$ cat config.mk
export PLATFORM = sky130hd
export DESIGN_NAME = tpdo_transmit_scheduler
export DESIGN_NICKNAME = d
export VERILOG_FILES = /design/src/sv/tpdo_pkg.sv /design/src/sv/tpdo_transmit_scheduler.sv /design/src/sv/tpdo_front.sv /design/src/sv/tpdo_queue.sv /design/src/sv/tpdo_back.sv
export SDC_FILE = /design/constraint.sdc
export NUM_CORES = 2
export LEC_CHECK = 0
export BUFFER_PORTS_ARGS = -buffer_cell sky130_fd_sc_hd__buf_4
export CAP_MARGIN = 5
export CORE_MARGIN = 2
export CORE_UTILIZATION = 64
export CTS_BUF_LIST = sky130_fd_sc_hd__clkbuf_8
export DETAILED_ROUTE_END_ITERATION = 12
export PLACE_DENSITY = 0.83
export SYNTH_ARGS = -nofsm -noshare
export SYNTH_HDL_FRONTEND = slang
export SYNTH_HIERARCHICAL = 1
export SYNTH_SLANG_ARGS = --single-unit
$ cat constraint.sdc
create_clock -name clock -period 10 [get_ports clock]
set_clock_uncertainty 0.15 [all_clocks]
set_input_delay 2 -clock clock [delete_from_list [all_inputs] [get_ports clock]]
set_output_delay 2 -clock clock [all_outputs]
set_load 0.01 [all_outputs]
$ cat src/sv/tpdo_pkg.sv
// ----------------------------------------------------------------------------
// tpdo_pkg: shared types and constants of the transmit PDO scheduler
// Holds the channel count, register indexes, status codes and the records
// that pass between the front end, the work queue and the back end.
// ----------------------------------------------------------------------------
package tpdo_pkg;

   // Number of transmit channels that keep state (1 to 16).
   localparam int NUM_CHANNELS = 4;
   // Index width into the per-channel state.
   localparam int CH_IDX_W = (NUM_CHANNELS > 1) ? $clog2(NUM_CHANNELS) : 1;

   // Setup registers exist for four channels.
   localparam int NUM_SETUP = 4;

   // Work queue and result queue geometry; the depth is a power of two so
   // that the pointers wrap on their own.
   localparam int QUEUE_DEPTH = 2;
   localparam int QUEUE_PTR_W = (QUEUE_DEPTH > 1) ? $clog2(QUEUE_DEPTH) : 1;
   localparam int QUEUE_CNT_W = $clog2(QUEUE_DEPTH + 1);

   // Constants of the setup word.
   localparam logic [31:0] COB_DISABLE = 32'h8000_0000;
   localparam logic [10:0] COB_ID_MASK = 11'h7FF;
   localparam logic [3:0]  MAX_LEN     = 4'd8;

   // Configuration register indexes.
   localparam logic [2:0] CSR_OPERATIONAL = 3'd0;
   localparam logic [2:0] CSR_CH0_SETUP   = 3'd1;
   localparam logic [2:0] CSR_CH3_SETUP   = 3'd4;

   // Setup values after reset.
   localparam logic [63:0] SETUP_RESET [NUM_SETUP] = '{
      64'h0000_0181_0000_0064,
      64'h8000_0281_0000_0000,
      64'h8000_0381_0000_0000,
      64'h8000_0481_0000_0000
   };

   // Result codes.
   typedef enum logic [3:0] {
      ST_MARKED    = 4'd0,
      ST_STOPPED   = 4'd1,
      ST_DISABLED  = 4'd2,
      ST_NOT_DUE   = 4'd3,
      ST_INHIBITED = 4'd4,
      ST_PACK_FAIL = 4'd5,
      ST_UNCHANGED = 4'd6,
      ST_REFUSED   = 4'd7,
      ST_SENT      = 4'd8
   } status_type;

   // One classified item on its way from the front end to the back end.
   typedef struct packed {
      logic                op_mark;
      logic                ch_valid;
      logic [CH_IDX_W-1:0] ch_idx;
      logic                stopped;
      logic                disabled;
      logic [15:0]         hold_time;
      logic [15:0]         event_ms;
      logic [10:0]         can_id;
      logic [31:0]         now_ms;
      logic [63:0]         data;
      logic [3:0]          len;
      logic                pack_ok;
      logic                tx_accepted;
   } work_type;

   // One result item.
   typedef struct packed {
      status_type  status;
      logic        send;
      logic [10:0] can_id;
      logic [3:0]  dlc;
      logic [63:0] data;
   } rsp_type;

   // Head of the work queue as seen by the back end.
   typedef struct packed {
      logic     valid;
      work_type work;
   } head_type;

endpackage

$ cat src/sv/tpdo_transmit_scheduler.sv
// ----------------------------------------------------------------------------
// tpdo_transmit_scheduler: per-channel transmit PDO scheduler
// Front end classifies beats against the setup registers, a two-entry work
// queue decouples it from the back end, which decides per channel and
// queues one result for every accepted beat.
//
//   channel   direction  handshake          payload
//   req_      in         push / full        op, channel, now_ms, payload, ...
//   rsp_      out        empty / pop        status, send, can_id, dlc, data
//   csr_      in         csr_we             csr_index, csr_wdata
//
// One item per cycle is sustained while the result queue has room or is
// popped; the back end decides a work record combinationally and the
// channel state it writes is ready for the next one. A result reaches the
// rsp_ ports through the registered work queue and then the result queue.
// Reset is synchronous and clears all channel state at once;
// no clearing pass is needed. full rises when the work queue holds two
// records, which happens only while the result side is stalled.
// ----------------------------------------------------------------------------
module tpdo_transmit_scheduler (
   input  logic        clock,
   input  logic        reset,
   input  logic        csr_we,
   input  logic [2:0]  csr_index,
   input  logic [63:0] csr_wdata,
   input  logic        push,
   output logic        full,
   input  logic        req_op,
   input  logic [1:0]  req_channel,
   input  logic [31:0] req_now_ms,
   input  logic [63:0] req_payload,
   input  logic [3:0]  req_payload_len,
   input  logic        req_pack_ok,
   input  logic        req_tx_accepted,
   output logic        empty,
   input  logic        pop,
   output logic [3:0]  rsp_status,
   output logic        rsp_send,
   output logic [10:0] rsp_can_id,
   output logic [3:0]  rsp_dlc,
   output logic [63:0] rsp_data
);

   tpdo_pkg::work_type work;
   tpdo_pkg::head_type head;
   tpdo_pkg::rsp_type  rsp;
   logic               take;

   tpdo_front u_front (
      .clock           (clock),
      .reset           (reset),
      .csr_we          (csr_we),
      .csr_index       (csr_index),
      .csr_wdata       (csr_wdata),
      .req_op          (req_op),
      .req_channel     (req_channel),
      .req_now_ms      (req_now_ms),
      .req_payload     (req_payload),
      .req_payload_len (req_payload_len),
      .req_pack_ok     (req_pack_ok),
      .req_tx_accepted (req_tx_accepted),
      .work            (work)
   );

   tpdo_queue u_queue (
      .clock   (clock),
      .reset   (reset),
      .push    (push),
      .work_wr (work),
      .full    (full),
      .take    (take),
      .head    (head)
   );

   tpdo_back u_back (
      .clock (clock),
      .reset (reset),
      .head  (head),
      .take  (take),
      .empty (empty),
      .pop   (pop),
      .rsp   (rsp)
   );

   assign rsp_status = rsp.status;
   assign rsp_send   = rsp.send;
   assign rsp_can_id = rsp.can_id;
   assign rsp_dlc    = rsp.dlc;
   assign rsp_data   = rsp.data;

endmodule

$ cat src/sv/tpdo_front.sv
// ----------------------------------------------------------------------------
// tpdo_front: configuration registers and item classification
// Holds the operational flag and the channel setup words, and turns each
// incoming beat into a work record with the channel setup already decoded
// and the payload clamped and masked to its length.
// ----------------------------------------------------------------------------
module tpdo_front (
   input  logic                clock,
   input  logic                reset,
   input  logic                csr_we,
   input  logic [2:0]          csr_index,
   input  logic [63:0]         csr_wdata,
   input  logic                req_op,
   input  logic [1:0]          req_channel,
   input  logic [31:0]         req_now_ms,
   input  logic [63:0]         req_payload,
   input  logic [3:0]          req_payload_len,
   input  logic                req_pack_ok,
   input  logic                req_tx_accepted,
   output tpdo_pkg::work_type  work
);

   logic        operational_ff;
   logic        operational_in;
   logic [63:0] setup_ff [tpdo_pkg::NUM_SETUP];
   logic [63:0] setup_in [tpdo_pkg::NUM_SETUP];

   logic [63:0] cfg;
   logic [31:0] cob;
   logic [3:0]  len_c;
   logic [63:0] mask;
   logic [3:0]  ch_ext;
   logic [2:0]  setup_sel;

   // Register writes; indexes beyond the list are dropped.
   always_comb begin
      operational_in = operational_ff;
      setup_in       = setup_ff;
      setup_sel      = csr_index - tpdo_pkg::CSR_CH0_SETUP;
      if (csr_we) begin
         if (csr_index == tpdo_pkg::CSR_OPERATIONAL) begin
            operational_in = csr_wdata[0];
         end else if (csr_index <= tpdo_pkg::CSR_CH3_SETUP) begin
            setup_in[setup_sel[1:0]] = csr_wdata;
         end
      end
   end

   always_ff @(posedge clock) begin
      if (reset) begin
         operational_ff <= 1'b1;
         setup_ff       <= tpdo_pkg::SETUP_RESET;
      end else begin
         operational_ff <= operational_in;
         setup_ff       <= setup_in;
      end
   end

   // Classification of the incoming beat.
   always_comb begin
      cfg    = setup_ff[req_channel];
      cob    = cfg[63:32];
      len_c  = (req_payload_len > tpdo_pkg::MAX_LEN) ? tpdo_pkg::MAX_LEN : req_payload_len;
      ch_ext = {2'b00, req_channel};
      for (int b = 0; b < 8; b++) begin
         mask[b*8 +: 8] = (4'(b) < len_c) ? 8'hFF : 8'h00;
      end

      work.op_mark     = req_op;
      work.ch_valid    = {3'b000, req_channel} < 5'(tpdo_pkg::NUM_CHANNELS);
      work.ch_idx      = ch_ext[tpdo_pkg::CH_IDX_W-1:0];
      work.stopped     = !operational_ff;
      work.disabled    = (cob & tpdo_pkg::COB_DISABLE) != 32'd0;
      work.hold_time   = cfg[31:16];
      work.event_ms    = cfg[15:0];
      work.can_id      = cob[10:0] & tpdo_pkg::COB_ID_MASK;
      work.now_ms      = req_now_ms;
      work.data        = req_payload & mask;
      work.len         = len_c;
      work.pack_ok     = req_pack_ok;
      work.tx_accepted = req_tx_accepted;
   end

endmodule

$ cat src/sv/tpdo_queue.sv
// ----------------------------------------------------------------------------
// tpdo_queue: short work queue between front end and back end
// Two-entry FIFO of classified work records so that either side can stall
// without holding up the other.
// ----------------------------------------------------------------------------
module tpdo_queue (
   input  logic                clock,
   input  logic                reset,
   input  logic                push,
   input  tpdo_pkg::work_type  work_wr,
   output logic                full,
   input  logic                take,
   output tpdo_pkg::head_type  head
);

   tpdo_pkg::work_type             mem_ff [tpdo_pkg::QUEUE_DEPTH];
   logic [tpdo_pkg::QUEUE_PTR_W-1:0] wr_ptr_ff;
   logic [tpdo_pkg::QUEUE_PTR_W-1:0] wr_ptr_in;
   logic [tpdo_pkg::QUEUE_PTR_W-1:0] rd_ptr_ff;
   logic [tpdo_pkg::QUEUE_PTR_W-1:0] rd_ptr_in;
   logic [tpdo_pkg::QUEUE_CNT_W-1:0] count_ff;
   logic [tpdo_pkg::QUEUE_CNT_W-1:0] count_in;
   logic                             do_push;
   logic                             do_take;

   // Pointer and fill bookkeeping.
   always_comb begin
      do_push   = push && (count_ff != tpdo_pkg::QUEUE_CNT_W'(tpdo_pkg::QUEUE_DEPTH));
      do_take   = take && (count_ff != '0);
      wr_ptr_in = do_push ? wr_ptr_ff + 1'b1 : wr_ptr_ff;
      rd_ptr_in = do_take ? rd_ptr_ff + 1'b1 : rd_ptr_ff;
      count_in  = count_ff + tpdo_pkg::QUEUE_CNT_W'(do_push)
                           - tpdo_pkg::QUEUE_CNT_W'(do_take);
   end

   always_ff @(posedge clock) begin
      if (reset) begin
         wr_ptr_ff <= '0;
         rd_ptr_ff <= '0;
         count_ff  <= '0;
      end else begin
         wr_ptr_ff <= wr_ptr_in;
         rd_ptr_ff <= rd_ptr_in;
         count_ff  <= count_in;
      end
   end

   // Entry storage.
   always_ff @(posedge clock) begin
      if (do_push) begin
         mem_ff[wr_ptr_ff] <= work_wr;
      end
   end

   assign full       = (count_ff == tpdo_pkg::QUEUE_CNT_W'(tpdo_pkg::QUEUE_DEPTH));
   assign head.valid = (count_ff != '0);
   assign head.work  = mem_ff[rd_ptr_ff];

endmodule

$ cat src/sv/tpdo_back.sv
// ----------------------------------------------------------------------------
// tpdo_back: per-channel scheduling decision and result queue
// Takes one record per cycle while results can be queued, checks timers,
// inhibit and change against the channel state, updates it, queues result.
// ----------------------------------------------------------------------------
module tpdo_back (
   input  logic                clock,
   input  logic                reset,
   input  tpdo_pkg::head_type  head,
   output logic                take,
   output logic                empty,
   input  logic                pop,
   output tpdo_pkg::rsp_type   rsp
);

   // Channel state.
   logic [31:0] last_time_ff    [tpdo_pkg::NUM_CHANNELS];
   logic [31:0] last_time_in    [tpdo_pkg::NUM_CHANNELS];
   logic [63:0] last_data_ff    [tpdo_pkg::NUM_CHANNELS];
   logic [63:0] last_data_in    [tpdo_pkg::NUM_CHANNELS];
   logic [3:0]  last_len_ff     [tpdo_pkg::NUM_CHANNELS];
   logic [3:0]  last_len_in     [tpdo_pkg::NUM_CHANNELS];
   logic        last_known_ff   [tpdo_pkg::NUM_CHANNELS];
   logic        last_known_in   [tpdo_pkg::NUM_CHANNELS];
   logic        pending_ff      [tpdo_pkg::NUM_CHANNELS];
   logic        pending_in      [tpdo_pkg::NUM_CHANNELS];

   // Result queue.
   tpdo_pkg::rsp_type                res_mem_ff [tpdo_pkg::QUEUE_DEPTH];
   logic [tpdo_pkg::QUEUE_PTR_W-1:0] res_wr_ff;
   logic [tpdo_pkg::QUEUE_PTR_W-1:0] res_wr_in;
   logic [tpdo_pkg::QUEUE_PTR_W-1:0] res_rd_ff;
   logic [tpdo_pkg::QUEUE_PTR_W-1:0] res_rd_in;
   logic [tpdo_pkg::QUEUE_CNT_W-1:0] res_cnt_ff;
   logic [tpdo_pkg::QUEUE_CNT_W-1:0] res_cnt_in;

   tpdo_pkg::work_type wk;
   tpdo_pkg::rsp_type  res;
   logic               step;
   logic               res_pop;
   logic [31:0]        elapsed;
   logic               due;
   logic               same;

   assign wk = head.work;

   // Decision for the record at the queue head.
   always_comb begin
      step    = head.valid && ((res_cnt_ff != tpdo_pkg::QUEUE_CNT_W'(tpdo_pkg::QUEUE_DEPTH))
                               || pop);
      res_pop = pop && (res_cnt_ff != '0);

      last_time_in  = last_time_ff;
      last_data_in  = last_data_ff;
      last_len_in   = last_len_ff;
      last_known_in = last_known_ff;
      pending_in    = pending_ff;

      elapsed = wk.now_ms - last_time_ff[wk.ch_idx];
      due     = pending_ff[wk.ch_idx] ||
                ((wk.event_ms != 16'd0) && (elapsed >= {16'd0, wk.event_ms}));
      same    = last_known_ff[wk.ch_idx] && (last_len_ff[wk.ch_idx] == wk.len) &&
                (last_data_ff[wk.ch_idx] == wk.data);

      res.status = tpdo_pkg::ST_MARKED;
      res.send   = 1'b0;
      res.can_id = '0;
      res.dlc    = '0;
      res.data   = '0;

      priority if (wk.op_mark) begin
         res.status = tpdo_pkg::ST_MARKED;
         if (step && wk.ch_valid) begin
            pending_in[wk.ch_idx] = 1'b1;
         end
      end else if (wk.stopped) begin
         res.status = tpdo_pkg::ST_STOPPED;
      end else if (!wk.ch_valid || wk.disabled) begin
         res.status = tpdo_pkg::ST_DISABLED;
      end else if (!due) begin
         res.status = tpdo_pkg::ST_NOT_DUE;
      end else if ((wk.hold_time != 16'd0) && (elapsed < {16'd0, wk.hold_time})) begin
         res.status = tpdo_pkg::ST_INHIBITED;
      end else if (!wk.pack_ok) begin
         res.status = tpdo_pkg::ST_PACK_FAIL;
      end else if (same) begin
         res.status = tpdo_pkg::ST_UNCHANGED;
         if (step) begin
            pending_in[wk.ch_idx] = 1'b0;
         end
      end else begin
         res.send   = 1'b1;
         res.can_id = wk.can_id;
         res.dlc    = wk.len;
         res.data   = wk.data;
         if (wk.tx_accepted) begin
            res.status = tpdo_pkg::ST_SENT;
            if (step) begin
               last_time_in[wk.ch_idx]  = wk.now_ms;
               last_data_in[wk.ch_idx]  = wk.data;
               last_len_in[wk.ch_idx]   = wk.len;
               last_known_in[wk.ch_idx] = 1'b1;
               pending_in[wk.ch_idx]    = 1'b0;
            end
         end else begin
            res.status = tpdo_pkg::ST_REFUSED;
         end
      end

      res_wr_in  = step ? res_wr_ff + 1'b1 : res_wr_ff;
      res_rd_in  = res_pop ? res_rd_ff + 1'b1 : res_rd_ff;
      res_cnt_in = res_cnt_ff + tpdo_pkg::QUEUE_CNT_W'(step)
                              - tpdo_pkg::QUEUE_CNT_W'(res_pop);
   end

   // State and queue control registers.
   always_ff @(posedge clock) begin
      if (reset) begin
         for (int i = 0; i < tpdo_pkg::NUM_CHANNELS; i++) begin
            last_time_ff[i]  <= '0;
            last_data_ff[i]  <= '0;
            last_len_ff[i]   <= '0;
            last_known_ff[i] <= 1'b0;
            pending_ff[i]    <= 1'b0;
         end
         res_wr_ff  <= '0;
         res_rd_ff  <= '0;
         res_cnt_ff <= '0;
      end else begin
         last_time_ff  <= last_time_in;
         last_data_ff  <= last_data_in;
         last_len_ff   <= last_len_in;
         last_known_ff <= last_known_in;
         pending_ff    <= pending_in;
         res_wr_ff     <= res_wr_in;
         res_rd_ff     <= res_rd_in;
         res_cnt_ff    <= res_cnt_in;
      end
   end

   // Result storage.
   always_ff @(posedge clock) begin
      if (step) begin
         res_mem_ff[res_wr_ff] <= res;
      end
   end

   assign take  = step;
   assign empty = (res_cnt_ff == '0);
   assign rsp   = res_mem_ff[res_rd_ff];

   // The result queue never holds more than its depth.
   a_res_depth: assert property (@(posedge clock) disable iff (reset)
      res_cnt_ff <= tpdo_pkg::QUEUE_CNT_W'(tpdo_pkg::QUEUE_DEPTH))
      else $error("result queue overflow");

   // A frame goes out only with a refused or sent status.
   a_send_status: assert property (@(posedge clock) disable iff (reset)
      (step && res.send) |-> (res.status == tpdo_pkg::ST_REFUSED ||
                              res.status == tpdo_pkg::ST_SENT))
      else $error("send flag without a frame status");

   // An accepted frame leaves its channel without a pending request.
   a_sent_clears: assert property (@(posedge clock) disable iff (reset)
      (step && res.status == tpdo_pkg::ST_SENT) |=> !pending_ff[$past(wk.ch_idx)])
      else $error("pending flag survived a sent frame");

   // A result is written only while a record is at the queue head.
   a_step_head: assert property (@(posedge clock) disable iff (reset)
      (res_cnt_ff == '0 && !head.valid) |=> (res_cnt_ff == '0))
      else $error("result without a work record");

endmodule
==> summary.md <==
| Metric | Value |
|---|---|
| Post-synth EDFFs | `470` |
| Clock buffer depth | `3` |
| Type of the worst setup path | `flop to flop` |
| Initial antenna violation count | `1` |
| H-tree Lvls | `4` |
| Largest net degree at the start of global routing | `~280` |
| Sequential fraction of the synthesis area | `0.5230` |
| Fin area | `54,860 µm²` |
| Cells after synthesis | `3,876` |
| Synth async-reset ratio | `0` |
| Crit end category | `flop` |
| WHS Endpoint | `u_back/last_known_ff[1]` |
| Period minus WS final | `7.760 ns` |
| Via-per-instance ratio | `between 5 and 6` |
| Yosys warning total | `6` |
| Min-delay worst type | `flop to flop` |
| HPWL after DPL | `just under 70,000 µm` |
| Vias in the first global route | `~31,000` |
| Site Rows | `102` |
| Distinct cells, synth | `82` |
| GR Overflow Total | `0` |
| # IOs | `between 200 and 300` |
| Global-route wire length before repair | `around 170,000 µm` |
| IR drop worst, VDD | `about 160 µV` |
| RR Endpoint | `u_back/last_time_ff[19]` |
| Post-DR wirelength/cell | `20.43 µm` |
| Core footprint | `roughly 77,000 µm²` |
| WP data required | `approximately 11 ns` |
| Top_reg_cell synth | `dfxtp_1` |
| Total track usage | `0.2671` |
| Met1 Use GR | `0.3213` |
| Clk slew on worst S/H paths | `~0.06 ns` |
| Final hold vios | `0` |
| CTS Buf Count | `169` |
| Crit-path max FO | `74` |
| # setup viols final | `0` |
| RD Place Congestion | `0.9151` |
| CTS tree | `done` |
| Top area cells in the synthesized netlist | `edfxtp_1, dfxtp_1, mux2i_1` |
| Die Ht | `between 200 and 300 µm` |
| Post-Place Setup Slack | `2.343 ns` |
| Flops & latches, synth | `1,065` |
| ANT nets after route | `0` |
| Met2 global-route usage | `0.4809` |
| Final hold slack | `~0.32 ns` |
| DRC Markers | `0` |
| Setup TNS | `0 ns` |
| Slew margin rel. | `0.3073` |
| Starting Density | `0.6444` |
| 1st-iter DRT viols | `around 2,200` |
| Post_cts resized | `0` |
| Status | `finished clean` |
| Gr busiest metal | `met2` |
| First-pass DRT Iterations | `8` |
| PortBufs | `~240` |
| Avg Inst Size Synth | `12.84 µm²` |
| Yosys top cell area share | `0.2836` |
| Syn Nets | `4,122` |
| Startpoint Class | `flop` |
| Layout cells sized above 1 | `0.2162` |
| RSZ-0062 raised after global routing | `false` |
| Slew @ Worst Pin | `between 1 and 1.5 ns` |
| Internal reg-to-reg setup slack | `about 2.2 ns` |
| Hold buffer count at cts | `0` |
| CTS sink cnt | `1,065` |
| Crit path DAT | `8.32 ns` |
| Via count | `30,000` |
| Min-delay src | `u_back/last_known_ff[1]` |
| Later-pin clock latency in the skew report | `slightly above 0.8 ns` |
| Layout area overhead | `10.26%` |
| Setup slack after layout | `about 2.2 ns` |
| GR Util met3 | `0.04059` |
| Most common library cells after synthesis | `nand2b_1, dfxtp_1, mux2i_1, edfxtp_1` |
| Die ar. | `79,990 µm²` |
| Final wirelength | `about 110,000 µm` |
| Crit share post-route | `0.7760` |
| Most numerous cell in the Yosys netlist | `nand2b_1` |
| Pwr/cell area | `approximately 220 nW/µm²` |
| Setup Buffers After CTS | `0` |
| Die extent in x | `roughly 280 µm` |
| Final Slew Violations | `0` |
| Mapped Area | `~50,000 µm²` |
| MaxCap Viol Count | `0` |
| Dominant cell type by area after synthesis | `edfxtp_1` |
| Nets | `about 4,300` |
| FMAX | `approximately 130 MHz` |
| Root Buffer | `clkbuf_8` |
| Reg2Reg Depth | `18` |
| Area post-placement | `~52,000 µm²` |
| Static Leak | `~23 nW` |
| Hold path cells | `2` |
-- sequential cells by signal, indices dropped and copies added, names as in the netlist, named ones only --
signal,cells
u_queue/mem_ff,302
u_back/last_data_ff,256
u_front/setup_ff,176
u_back/res_mem_ff,168
u_back/last_time_ff,128
u_back/last_len_ff,16
u_back/last_known_ff,4
u_back/res_cnt_ff,2
u_queue/count_ff,2
u_back/res_rd_ff,1
u_back/res_wr_ff,1
u_front/operational_ff,1
u_queue/rd_ptr_ff,1
u_queue/wr_ptr_ff,1
-- cell type report --
class | instances | area, µm²
Inverter | 110 | 417.9
Multi-Input combinational cell | 2423 | 21750
Tap cell | 1040 | 1301
Timing Repair Buffer | 280 | 2160
Clock inverter | 130 | 629.4
Clock buffer | 187 | 2574
Fill cell | 5291 | 22350
Sequential cell | 1065 | 26030
Antenna cell | 1 | 2.502
-- logic make-up (layout without fill, tap and decap cells) --
logic type,after synthesis,count (layout),share of synthesized area
mux,960,960,0.2426
simple gates,1124,1124,0.1356
compound gates,204,204,0.02791
other cells,1,2,0.00007537
buf+inv,388,707,0.04189
xor+xnor,65,65,0.01144
flops,1065,1065,0.5230
fa+ha+maj,69,69,0.01750
-- routing by layer --
metal	routed length, µm	up-vias
met4	3309	0
met5	0	-
met1	43470	14880
met2	55670	715
li1	-	14230
met3	4514	181
-- stage by stage --
stage	std cells	power [W]	util
after CTS	5235	0.01207	0.7105
after global placement	4918	0.008550	0.6690
after global routing	5236	0.01254	0.7105
after floorplan	3876	0.007596	-
after detailed placement	4918	0.008622	0.6690
final	5236	0.01198	0.7105
-- worst max-delay path, stage by stage, from the launching register on --
cell	delay [ns]
dfxtp_4	0.66
mux2_8	0.83
mux4_2	0.60
ha_1	0.21
fa_1	0.40
nand2b_1	0.18
a21oi_1	0.31
nor2_1	0.12
xnor2_1	0.38
ha_1	0.33
a2111o_1	0.37
a31o_2	0.22
a2111oi_0	0.50
o21ai_0	0.31
and2_1	0.24
nor4b_2	0.38
or4_4	0.65
buf_4	0.47
mux2i_1	0.24
-- worst max path at each step --
stage                                         end  startpoint  slack (ns)  depth (start not counted)
after CTS                 u_back/last_time_ff[19]        flop        2.29                         18
after global placement     u_back/last_data_ff[8]        flop        2.44                         18
after detailed placement  u_back/last_time_ff[19]        flop        2.34                         18
after floorplan            u_back/last_data_ff[0]        flop        3.08                         29
after global routing      u_back/last_time_ff[11]        flop        1.92                         18
final                     u_back/last_time_ff[19]        flop        2.24                         18
-- cell usage in the layout, fill, tap and decap left out, drive strengths merged, types with 5 or more instances in the layout --
master     n
a211oi    12
a21boi    10
a21o      12
a21oi     59
a22oi      8
a311oi     8
and2      17
and2b      5
and3      85
and4       5
buf      280
clkbuf   187
clkinv    23
dfxtp    595
edfxtp   470
ha        68
inv      211
mux2     236
mux2i    578
mux4     146
nand2     53
nand2b   716
nand3     14
nand4     23
nor2      92
nor2b     59
nor3      13
nor4      16
o2111ai    6
o211ai     8
o21a       8
o21ai     37
or3        7
xnor2     53
xor2      12
-- power by group --
group / leakage, nW / switching [W] / internal (W)
combinational: 11.9 / 0.00196 / 0.00143
sequential: 9.27 / 0.000135 / 0.00501
clock: 1.98 / 0.00166 / 0.00178
total: 23.2 / 0.00376 / 0.00822
No activity file was read; power rests on OpenSTA's default activity.
